## src/sv/cst_pkg.sv

```systemverilog
// ----------------------------------------------------------------------------
// cst_pkg: shared types and constants of the connection slot tracker
// Slot record, command and result beats, function, config, status and outcome codes, FSM states.
// ----------------------------------------------------------------------------
package cst_pkg;

    localparam int unsigned SLOTS_DEF   = 16;
    localparam int unsigned GEN_W       = 16;
    localparam int unsigned ADDR_W      = 32;
    localparam int unsigned TIME_W      = 63;
    localparam int unsigned TIMEOUT_W   = 40;
    localparam int unsigned LIMIT_W     = 5;
    localparam int unsigned CFG_IDX_W   = 2;
    localparam int unsigned CFG_DATA_W  = 40;
    localparam logic [TIMEOUT_W-1:0] TIMEOUT_RST = 40'd4000000000;
    localparam logic [LIMIT_W-1:0]   LIMIT_RST   = 5'd4;

    typedef enum logic [1:0] {
        FN_OPEN  = 2'd0,
        FN_COMP  = 2'd1,
        FN_PRUNE = 2'd2,
        FN_CLOSE = 2'd3
    } t_func;

    typedef enum logic [CFG_IDX_W-1:0] {
        CFG_TIMEOUT = 2'd0,
        CFG_LIMIT   = 2'd1
    } t_cfg_idx;

    localparam logic [1:0] ST_OK          = 2'd0;
    localparam logic [1:0] ST_SOCK_FAILED = 2'd1;

    typedef enum logic [3:0] {
        OC_ACCEPTED  = 4'd0,
        OC_REJECTED  = 4'd1,
        OC_DROPPED   = 4'd2,
        OC_FAILED    = 4'd3,
        OC_EVICTED   = 4'd4,
        OC_CONNECTED = 4'd5,
        OC_TIMED_OUT = 4'd6,
        OC_STALE     = 4'd7,
        OC_DONE      = 4'd8
    } t_outcome;

    typedef struct packed {
        logic [1:0]        func;
        logic [ADDR_W-1:0] peer_address;
        logic [TIME_W-1:0] now_time;
        logic [31:0]       event_id;
        logic [1:0]        open_status;
        logic              completion_error;
    } t_in;

    typedef struct packed {
        logic [3:0]        outcome;
        logic [31:0]       result_id;
        logic [ADDR_W-1:0] slot_address;
        logic [4:0]        live_count;
        logic              last;
    } t_out;

    typedef struct packed {
        logic              valid;
        logic [GEN_W-1:0]  gen;
        logic [ADDR_W-1:0] peer;
        logic [TIME_W-1:0] deadline;
    } t_slot;

    typedef enum logic [2:0] {
        S_IDLE,
        S_PASS,
        S_OPEN_DEC,
        S_OPEN_ST,
        S_COMP_DEC,
        S_DONE
    } t_state;

    typedef enum logic [1:0] {
        P_OPEN,
        P_COMP,
        P_PRUNE,
        P_WRITE
    } t_pass;

endpackage

```

## src/sv/cst_cell.sv

```systemverilog
// ----------------------------------------------------------------------------
// cst_cell: one slot of the rotating slot ring
// Holds a slot record and takes its neighbor's record on each shift.
// ----------------------------------------------------------------------------
module cst_cell import cst_pkg::*; (
    input  logic  i_clk,
    input  logic  i_rst_n,
    input  logic  i_shift,
    input  t_slot i_d,
    output t_slot o_q
);

    t_slot r_slot;

    // whole slot record resets to zero and shifts as one
    always_ff @(posedge i_clk) begin
        if (!i_rst_n) begin
            r_slot <= '0;
        end else if (i_shift) begin
            r_slot <= i_d;
        end
    end

    assign o_q = r_slot;

endmodule

```

## src/sv/connection_slot_tracker_top.sv

```systemverilog
// ----------------------------------------------------------------------------
// connection_slot_tracker_top: connection slot table on a rotating cell ring
// Open, completion, prune and close-all commands over a ring of slot cells.
// ----------------------------------------------------------------------------
// The first result comes in the cycle after the decision that makes it.
// One command at a time; each pass walks the ring once, one slot per cycle.
// Results come one per cycle on o_strobe and cannot be stalled.
// Synchronous active-low reset clears the table, generations and live count.
// ----------------------------------------------------------------------------
module connection_slot_tracker_top import cst_pkg::*; #(
    parameter int unsigned SLOTS = SLOTS_DEF
) (
    input  logic                  i_clk,
    input  logic                  i_rst_n,
    input  logic                  start,
    output logic                  busy,
    input  t_in                   i_item,
    output logic                  o_strobe,
    output t_out                  o_result,
    input  logic                  i_cfg_we,
    input  logic [CFG_IDX_W-1:0]  i_cfg_idx,
    input  logic [CFG_DATA_W-1:0] i_cfg_data
);

    localparam int unsigned IDX_W = (SLOTS > 1) ? $clog2(SLOTS) : 1;
    localparam int unsigned CNT_W = $clog2(SLOTS + 1);
    localparam logic [IDX_W-1:0] IDX_LAST = IDX_W'(SLOTS - 1);

    // ring of cells
    t_slot w_q [SLOTS];
    t_slot n_head;
    t_slot head;
    logic  w_shift;

    assign head = w_q[0];

    for (genvar k = 0; k < SLOTS; k++) begin : g_cell
        t_slot w_d;
        if (k == SLOTS - 1) begin : g_tail
            assign w_d = n_head;
        end else begin : g_mid
            assign w_d = w_q[k+1];
        end
        cst_cell u_cell (
            .i_clk   (i_clk),
            .i_rst_n (i_rst_n),
            .i_shift (w_shift),
            .i_d     (w_d),
            .o_q     (w_q[k])
        );
    end

    // control registers
    t_state              r_state, n_state;
    t_pass               r_pass, n_pass;
    logic [IDX_W-1:0]    r_idx, n_idx;
    logic [CNT_W-1:0]    r_live, n_live;
    logic                r_strobe, n_strobe;
    logic                r_kill, n_kill;
    logic                r_claim, n_claim;
    logic                r_clear, n_clear;
    logic                r_free_found, n_free_found;
    logic [TIMEOUT_W-1:0] r_timeout;
    logic [LIMIT_W-1:0]  r_limit;

    // payload registers
    t_in                 r_in, n_in;
    t_out                r_out, n_out;
    logic [TIME_W-1:0]   r_deadline, n_deadline;
    logic [CNT_W-1:0]    r_cnt, n_cnt;
    logic [TIME_W-1:0]   r_min_dl, n_min_dl;
    logic [IDX_W-1:0]    r_pick, n_pick;
    logic [GEN_W-1:0]    r_pgen, n_pgen;
    logic [ADDR_W-1:0]   r_ppeer, n_ppeer;
    logic [IDX_W-1:0]    r_free, n_free;
    logic [GEN_W-1:0]    r_fgen, n_fgen;
    logic                r_cv, n_cv;
    logic [GEN_W-1:0]    r_cgen, n_cgen;
    logic [ADDR_W-1:0]   r_cpeer, n_cpeer;
    logic [IDX_W-1:0]    r_target, n_target;
    logic [GEN_W-1:0]    r_tgen, n_tgen;

    logic [TIME_W:0]     w_sum;
    logic                w_pass_end;
    logic                w_eid_ok;
    logic [15:0]         w_idx16;
    logic [GEN_W-1:0]    w_tgen_inc;

    assign w_sum      = {1'b0, i_item.now_time} + {{(TIME_W+1-TIMEOUT_W){1'b0}}, r_timeout};
    assign w_pass_end = (r_idx == IDX_LAST);
    assign w_eid_ok   = (r_in.event_id[15:0] < 16'(SLOTS));
    assign w_idx16    = {{(16-IDX_W){1'b0}}, r_idx};
    assign w_tgen_inc = r_tgen + 1'b1;
    assign w_shift    = (r_state == S_PASS);

    // next state, ring head update and result beats
    always_comb begin
        n_state      = r_state;
        n_pass       = r_pass;
        n_idx        = r_idx;
        n_live       = r_live;
        n_strobe     = 1'b0;
        n_kill       = r_kill;
        n_claim      = r_claim;
        n_clear      = r_clear;
        n_free_found = r_free_found;
        n_in         = r_in;
        n_out        = r_out;
        n_deadline   = r_deadline;
        n_cnt        = r_cnt;
        n_min_dl     = r_min_dl;
        n_pick       = r_pick;
        n_pgen       = r_pgen;
        n_ppeer      = r_ppeer;
        n_free       = r_free;
        n_fgen       = r_fgen;
        n_cv         = r_cv;
        n_cgen       = r_cgen;
        n_cpeer      = r_cpeer;
        n_target     = r_target;
        n_tgen       = r_tgen;
        n_head       = head;

        unique case (r_state)
            S_IDLE: begin
                if (start) begin
                    n_in         = i_item;
                    n_deadline   = w_sum[TIME_W] ? '1 : w_sum[TIME_W-1:0];
                    n_idx        = '0;
                    n_cnt        = '0;
                    n_free_found = 1'b0;
                    n_kill       = 1'b0;
                    n_claim      = 1'b0;
                    n_clear      = 1'b0;
                    n_state      = S_PASS;
                    unique case (t_func'(i_item.func))
                        FN_OPEN:  n_pass = P_OPEN;
                        FN_COMP:  n_pass = P_COMP;
                        FN_PRUNE: n_pass = P_PRUNE;
                        FN_CLOSE: begin
                            n_pass   = P_WRITE;
                            n_clear  = 1'b1;
                            n_live   = '0;
                            n_strobe = 1'b1;
                            n_out    = '{outcome: OC_DONE, result_id: '0, slot_address: '0,
                                         live_count: '0, last: 1'b1};
                        end
                        default: n_pass = P_WRITE;
                    endcase
                end
            end

            S_PASS: begin
                n_idx = w_pass_end ? '0 : r_idx + 1'b1;
                unique case (r_pass)
                    P_OPEN: begin
                        if (head.valid && head.peer == r_in.peer_address) begin
                            n_cnt = r_cnt + 1'b1;
                        end
                        if (r_idx == '0 || head.deadline < r_min_dl) begin
                            n_min_dl = head.deadline;
                            n_pick   = r_idx;
                            n_pgen   = head.gen;
                            n_ppeer  = head.peer;
                        end
                        if (!head.valid && !r_free_found) begin
                            n_free_found = 1'b1;
                            n_free       = r_idx;
                            n_fgen       = head.gen;
                        end
                        if (w_pass_end) begin
                            n_state = S_OPEN_DEC;
                        end
                    end
                    P_COMP: begin
                        if (r_idx == r_in.event_id[IDX_W-1:0]) begin
                            n_cv    = head.valid;
                            n_cgen  = head.gen;
                            n_cpeer = head.peer;
                        end
                        if (w_pass_end) begin
                            n_state = S_COMP_DEC;
                        end
                    end
                    P_PRUNE: begin
                        // expired slot leaves and reports
                        if (head.valid && r_in.now_time >= head.deadline) begin
                            n_head.valid = 1'b0;
                            n_live       = r_live - 1'b1;
                            n_strobe     = 1'b1;
                            n_out        = '{outcome: OC_TIMED_OUT,
                                             result_id: {head.gen, w_idx16},
                                             slot_address: head.peer,
                                             live_count: 5'(r_live - 1'b1), last: 1'b0};
                        end
                        if (w_pass_end) begin
                            n_state = S_DONE;
                        end
                    end
                    P_WRITE: begin
                        if (r_clear) begin
                            n_head.valid = 1'b0;
                        end else if (r_idx == r_target) begin
                            if (r_claim) begin
                                n_head.valid    = 1'b1;
                                n_head.gen      = head.gen + 1'b1;
                                n_head.peer     = r_in.peer_address;
                                n_head.deadline = r_deadline;
                            end else if (r_kill) begin
                                n_head.valid = 1'b0;
                            end
                        end
                        if (w_pass_end) begin
                            n_state = S_IDLE;
                        end
                    end
                    default: n_state = S_IDLE;
                endcase
            end

            S_OPEN_DEC: begin
                if ({{(CNT_W < LIMIT_W ? LIMIT_W-CNT_W : 0){1'b0}}, r_cnt} >=
                    {{(LIMIT_W < CNT_W ? CNT_W-LIMIT_W : 0){1'b0}}, r_limit}) begin
                    n_strobe = 1'b1;
                    n_out    = '{outcome: OC_REJECTED, result_id: '0,
                                 slot_address: r_in.peer_address,
                                 live_count: 5'(r_live), last: 1'b1};
                    n_state  = S_IDLE;
                end else if (r_live == CNT_W'(SLOTS)) begin
                    // table full: earliest deadline goes
                    n_kill   = 1'b1;
                    n_target = r_pick;
                    n_tgen   = r_pgen;
                    n_live   = r_live - 1'b1;
                    n_strobe = 1'b1;
                    n_out    = '{outcome: OC_EVICTED,
                                 result_id: {r_pgen, {{(16-IDX_W){1'b0}}, r_pick}},
                                 slot_address: r_ppeer,
                                 live_count: 5'(r_live - 1'b1), last: 1'b0};
                    n_state  = S_OPEN_ST;
                end else begin
                    n_target = r_free;
                    n_tgen   = r_fgen;
                    n_state  = S_OPEN_ST;
                end
            end

            S_OPEN_ST: begin
                n_strobe = 1'b1;
                if (r_in.open_status != ST_OK) begin
                    n_out   = '{outcome: (r_in.open_status == ST_SOCK_FAILED) ?
                                         OC_DROPPED : OC_FAILED,
                                result_id: '0, slot_address: r_in.peer_address,
                                live_count: 5'(r_live), last: 1'b1};
                    n_state = r_kill ? S_PASS : S_IDLE;
                    n_pass  = P_WRITE;
                end else begin
                    n_claim = 1'b1;
                    n_live  = r_live + 1'b1;
                    n_out   = '{outcome: OC_ACCEPTED,
                                result_id: {w_tgen_inc, {{(16-IDX_W){1'b0}}, r_target}},
                                slot_address: r_in.peer_address,
                                live_count: 5'(r_live + 1'b1), last: 1'b1};
                    n_state = S_PASS;
                    n_pass  = P_WRITE;
                end
            end

            S_COMP_DEC: begin
                n_strobe = 1'b1;
                if (!w_eid_ok || !r_cv || r_cgen != r_in.event_id[31:16]) begin
                    n_out   = '{outcome: OC_STALE, result_id: r_in.event_id,
                                slot_address: '0, live_count: 5'(r_live), last: 1'b1};
                    n_state = S_IDLE;
                end else begin
                    n_kill   = 1'b1;
                    n_target = r_in.event_id[IDX_W-1:0];
                    n_live   = r_live - 1'b1;
                    n_out    = '{outcome: r_in.completion_error ? OC_FAILED : OC_CONNECTED,
                                 result_id: r_in.event_id, slot_address: r_cpeer,
                                 live_count: 5'(r_live - 1'b1), last: 1'b1};
                    n_state  = S_PASS;
                    n_pass   = P_WRITE;
                end
            end

            S_DONE: begin
                n_strobe = 1'b1;
                n_out    = '{outcome: OC_DONE, result_id: '0, slot_address: '0,
                             live_count: 5'(r_live), last: 1'b1};
                n_state  = S_IDLE;
            end

            default: n_state = S_IDLE;
        endcase
    end

    // control state
    always_ff @(posedge i_clk) begin
        if (!i_rst_n) begin
            r_state      <= S_IDLE;
            r_pass       <= P_WRITE;
            r_idx        <= '0;
            r_live       <= '0;
            r_strobe     <= 1'b0;
            r_kill       <= 1'b0;
            r_claim      <= 1'b0;
            r_clear      <= 1'b0;
            r_free_found <= 1'b0;
        end else begin
            r_state      <= n_state;
            r_pass       <= n_pass;
            r_idx        <= n_idx;
            r_live       <= n_live;
            r_strobe     <= n_strobe;
            r_kill       <= n_kill;
            r_claim      <= n_claim;
            r_clear      <= n_clear;
            r_free_found <= n_free_found;
        end
    end

    // configuration registers
    always_ff @(posedge i_clk) begin
        if (!i_rst_n) begin
            r_timeout <= TIMEOUT_RST;
            r_limit   <= LIMIT_RST;
        end else if (i_cfg_we) begin
            if (i_cfg_idx == CFG_TIMEOUT) begin
                r_timeout <= i_cfg_data[TIMEOUT_W-1:0];
            end else if (i_cfg_idx == CFG_LIMIT) begin
                r_limit <= i_cfg_data[LIMIT_W-1:0];
            end
        end
    end

    // command and scan payload
    always_ff @(posedge i_clk) begin
        r_in       <= n_in;
        r_out      <= n_out;
        r_deadline <= n_deadline;
        r_cnt      <= n_cnt;
        r_min_dl   <= n_min_dl;
        r_pick     <= n_pick;
        r_pgen     <= n_pgen;
        r_ppeer    <= n_ppeer;
        r_free     <= n_free;
        r_fgen     <= n_fgen;
        r_cv       <= n_cv;
        r_cgen     <= n_cgen;
        r_cpeer    <= n_cpeer;
        r_target   <= n_target;
        r_tgen     <= n_tgen;
    end

    assign busy     = (r_state != S_IDLE);
    assign o_strobe = r_strobe;
    assign o_result = r_out;

    // a result that is not the final one means the command is still running
    a_mid_beat_busy: assert property (@(posedge i_clk) disable iff (!i_rst_n)
        (r_strobe && !r_out.last) |-> busy)
        else $error("non-final result beat while idle");

    // live count never exceeds the table size
    a_live_bound: assert property (@(posedge i_clk) disable iff (!i_rst_n)
        r_live <= CNT_W'(SLOTS))
        else $error("live count above slot count");

    // the ring is back in slot order whenever the block is idle
    a_ring_aligned: assert property (@(posedge i_clk) disable iff (!i_rst_n)
        !busy |-> (r_idx == '0))
        else $error("ring position not home while idle");

    // an accepted command makes the block busy
    a_start_busy: assert property (@(posedge i_clk) disable iff (!i_rst_n)
        (start && !busy) |=> busy)
        else $error("accepted command did not raise busy");

endmodule

```

## config.mk

```make
export PLATFORM = sky130hd
export DESIGN_NAME = connection_slot_tracker_top
export DESIGN_NICKNAME = d
export VERILOG_FILES = /design/src/sv/cst_pkg.sv /design/src/sv/cst_cell.sv /design/src/sv/connection_slot_tracker_top.sv
export SDC_FILE = /design/constraint.sdc
export NUM_CORES = 2
export LEC_CHECK = 0
export BUFFER_PORTS_ARGS = -buffer_cell sky130_fd_sc_hd__buf_4
export CORE_ASPECT_RATIO = 0.7
export CORE_MARGIN = 2
export CORE_UTILIZATION = 40
export CTS_CLUSTER_SIZE = 30
export DETAILED_ROUTE_END_ITERATION = 10
export PLACE_DENSITY_LB_ADDON = 0.15
export SYNTH_ARGS = -nofsm -noshare
export SYNTH_HDL_FRONTEND = slang
export SYNTH_SLANG_ARGS = --single-unit
```

## constraint.sdc

```tcl
create_clock -name i_clk -period 24.6 [get_ports i_clk]
set_clock_uncertainty 0.05 [all_clocks]
set_input_delay 4.92 -clock i_clk [delete_from_list [all_inputs] [get_ports i_clk]]
set_output_delay 4.92 -clock i_clk [all_outputs]
set_load 0.1 [all_outputs]
```

==> results.sh <==
export IMPL_fmax_mhz=113
export IMPL_critPathArrivalTime_ps=9460
export IMPL_fin_util_pct=45.3
export IMPL_clk_pin_slew_worst_paths_ps=70
export IMPL_leakage_nw=33.0
export IMPL_status="finished clean"
export IMPL_crit_family="buffers and inverters"
export IMPL_min_period_ps=8840
export IMPL_drt_total_wl_um=213000
export IMPL_htreeDepth=4
export IMPL_yosysWarnings=0
export IMPL_areaGrowthSynthToFinish_pct=12.4
export IMPL_setup_viol=0
export IMPL_synth_top_area_share_pct=42.4
export IMPL_maxCapViolCount=0
export IMPL_cts_tree="done"
export IMPL_dp_hpwl_um=135000
export IMPL_die_y_um=396
export IMPL_async_reset_ff_share_pct=0
export IMPL_avgSynthCellArea_um2=8.78
export IMPL_initial_core_util_pct=40.3
export IMPL_grt_max_degree=231
export IMPL_synthTopCellsByArea="dfxtp_1, edfxtp_1, nand2_1"
export IMPL_hold_slack_ps=378
export IMPL_rows=143
export IMPL_layout_nets=10206
export IMPL_slew_violations=0
export IMPL_hold_class="flip-flop to flip-flop"
export IMPL_path_class="primary input to flip-flop"
export IMPL_coreArea_um2=217000
export IMPL_min_delay_start="g_cell[6].u_cell.o_q[110]"
export IMPL_cp_slowest_stage_delay_ps=910
export IMPL_cts_buffers=219
export IMPL_holdPathEnd="g_cell[5].u_cell.o_q[110]"
export IMPL_place_congestion=0.862
export IMPL_worstMarginPinSlew_ps=1180
export IMPL_avgRoutedWirePerCell_um=16.5
export IMPL_synth_ff_type="dfxtp_1"
export IMPL_place_area_um2=91200
export IMPL_synthesis_area_um2=87700
export IMPL_cpMaxStageDelayCell="buf_4"
export IMPL_ys_seq_area_share_pct=58.7
export IMPL_worstSetupStartpointType="primary input"
export IMPL_vias=65768
export IMPL_syn_nets=10346
export IMPL_relSlewSlack_pct=21.2
export IMPL_r2r_end="g_cell[0].u_cell.o_q[88]"
export IMPL_detail_route_first_pass_iterations=7
export IMPL_critPathCaptureType="flip-flop"
export IMPL_clock_latency_ps=860
export IMPL_layout_common_cells="nand2_1, dfxtp_1, a21oi_1, edfxtp_1, buf_4"
export IMPL_required_ps=25210
export IMPL_synth_cells=9983
export IMPL_synth_largest_area_cell="dfxtp_1"
export IMPL_reg2reg_slack_ps=16300
export IMPL_critical_path_buf_inv_count=6
export IMPL_tns_ps=0
export IMPL_clk_path_buf_depth=4
export IMPL_final_cell_area_um2=98500
export IMPL_fin_crit_sh_pct=35.9
export IMPL_ant_nets=0
export IMPL_postCtsSetupRepairBufs=0
export IMPL_clkSinkCount=2332
export IMPL_grt_pass1_wl_um=340000
export IMPL_die_w_um=564
export IMPL_hold_viol_final=0
export IMPL_cp_max_fo=99
export IMPL_vias_per_cell=5.09
export IMPL_overflow=0
export IMPL_drc_errors=0
export IMPL_rr_worst_depth=12
export IMPL_crit_start="i_rst_n"
export IMPL_drt_iter0_drc=5230
export IMPL_holdBufCountCts=0
export IMPL_clock_root_buffer="clkbuf_16"
export IMPL_die_area_um2=223000
export IMPL_pin_count=254
export IMPL_irDropWorstVdd_v=0.0000552
export IMPL_post_cts_resized=0
export IMPL_io_buffers=253
export IMPL_powerDensity_nw_per_um2=83.7
export IMPL_crit_top_cell="buf_4"
export IMPL_antenna_found_initial=2
export IMPL_synth_cell_types=74
export IMPL_path_cells="buf_4 > inv_8 > buf_4 > buf_4 > buf_4 > buf_4 > a21oi_1"
export IMPL_hold_path_depth=2
export IMPL_r2r_start="r_state[0]"
export IMPL_grtUsageTotal_pct=18.5
export IMPL_final_common_cell="nand2_1"
export IMPL_rsz0062_at_grt="no"
export IMPL_drive_gt1_share_pct=7.24
export IMPL_synth_edff_count=476
export IMPL_grt_pass1_vias=62085
export IMPL_synth_seq_cells=2332
[state kept, by name, summed over array words and instances (netlist names), 32 cells and up]
name,cells
r_cpeer,32
r_ppeer,32
r_min_dl,63
r_deadline,63
g_cell.u_cell.o_q,1792
r_timeout,40
r_in,130
o_result,74
[layer usage]
| layer | track usage (%) | share of wire (%) | up-vias |
|---|---|---|---|
| li1 | - | - | 32967 |
| met1 | 25.5 | 47 | 31445 |
| met2 | 30.4 | 47 | 1058 |
| met3 | 2.53 | 3.9 | 298 |
| met4 | 5.06 | 2.5 | 0 |
| met5 | 0 | 0 | - |
[cells in the mapped netlist (6+ instances only)]
| cell type | number |
|---|---|
| a2111oi_0 | 6 |
| a211oi_1 | 122 |
| a21o_1 | 42 |
| a21oi_1 | 1823 |
| a222oi_1 | 49 |
| a22oi_1 | 6 |
| a311oi_1 | 6 |
| a31oi_1 | 17 |
| and2_1 | 7 |
| and3_1 | 26 |
| and4_1 | 7 |
| buf_1 | 6 |
| buf_2 | 23 |
| clkbuf_1 | 656 |
| dfxtp_1 | 1856 |
| edfxtp_1 | 476 |
| ha_1 | 184 |
| inv_1 | 161 |
| mux2_2 | 20 |
| mux2i_1 | 108 |
| nand2_1 | 3680 |
| nand2b_1 | 13 |
| nand3_1 | 56 |
| nand3b_1 | 6 |
| nand4_1 | 48 |
| nor2_1 | 203 |
| nor2b_1 | 12 |
| nor3_1 | 26 |
| nor4_1 | 17 |
| o211ai_1 | 8 |
| o21a_1 | 7 |
| o21ai_0 | 83 |
| o31ai_1 | 7 |
| or3_1 | 7 |
| xnor2_1 | 69 |
| xor2_1 | 61 |
[worst max-delay path by stage]
stage | depth (start not counted) | end | slack (ps)
floorplan | 4 | o_result[0] | 13280
global placement | 7 | g_cell[6].u_cell.o_q[74] | 15020
detailed placement | 7 | g_cell[9].u_cell.o_q[81] | 14960
CTS | 7 | g_cell[8].u_cell.o_q[81] | 15860
global route | 7 | g_cell[8].u_cell.o_q[81] | 15370
finish | 7 | g_cell[8].u_cell.o_q[81] | 15760
[worst register-to-register path, delay by kind of cell (launching register included)]
kind            cells  cell delay, ps
buf+inv             9            6710
simple gates        2             580
compound gates      1             180
flops               1             750
[through the flow]
stage / total power (W) / setup slack (ps) / instances
2_1_floorplan: 0.00469 / 13280 / 9983
3_3_place_gp: 0.00490 / 15020 / 12522
3_5_place_dp: 0.00490 / 14960 / 12522
4_1_cts: 0.00835 / 15860 / 12917
5_1_grt: 0.00858 / 15370 / 12918
6_report: 0.00824 / 15760 / 12918
[final cells by class]
class	count	area (um^2)
Fill cell	21206	119000
Sequential cell	2332	51400
Multi-Input combinational cell	6798	33000
Clock buffer	316	6500
Tap cell	2900	3630
Timing Repair Buffer	330	2510
Clock inverter	79	767
Inverter	162	623
Antenna cell	1	2.50
[cell families after synthesis]
family | share of synthesized area [%]
fa+ha+maj | 2.65
simple gates | 18.3
buf+inv | 3.71
mux | 1.50
compound gates | 13.9
flops | 58.7
xor+xnor | 1.30
[report_power, final]
part           internal, W  switching [W]
sequential         0.00400      0.0000615
clock              0.00198        0.00145
combinational     0.000141       0.000605
Power figures use the tool's default switching activity.
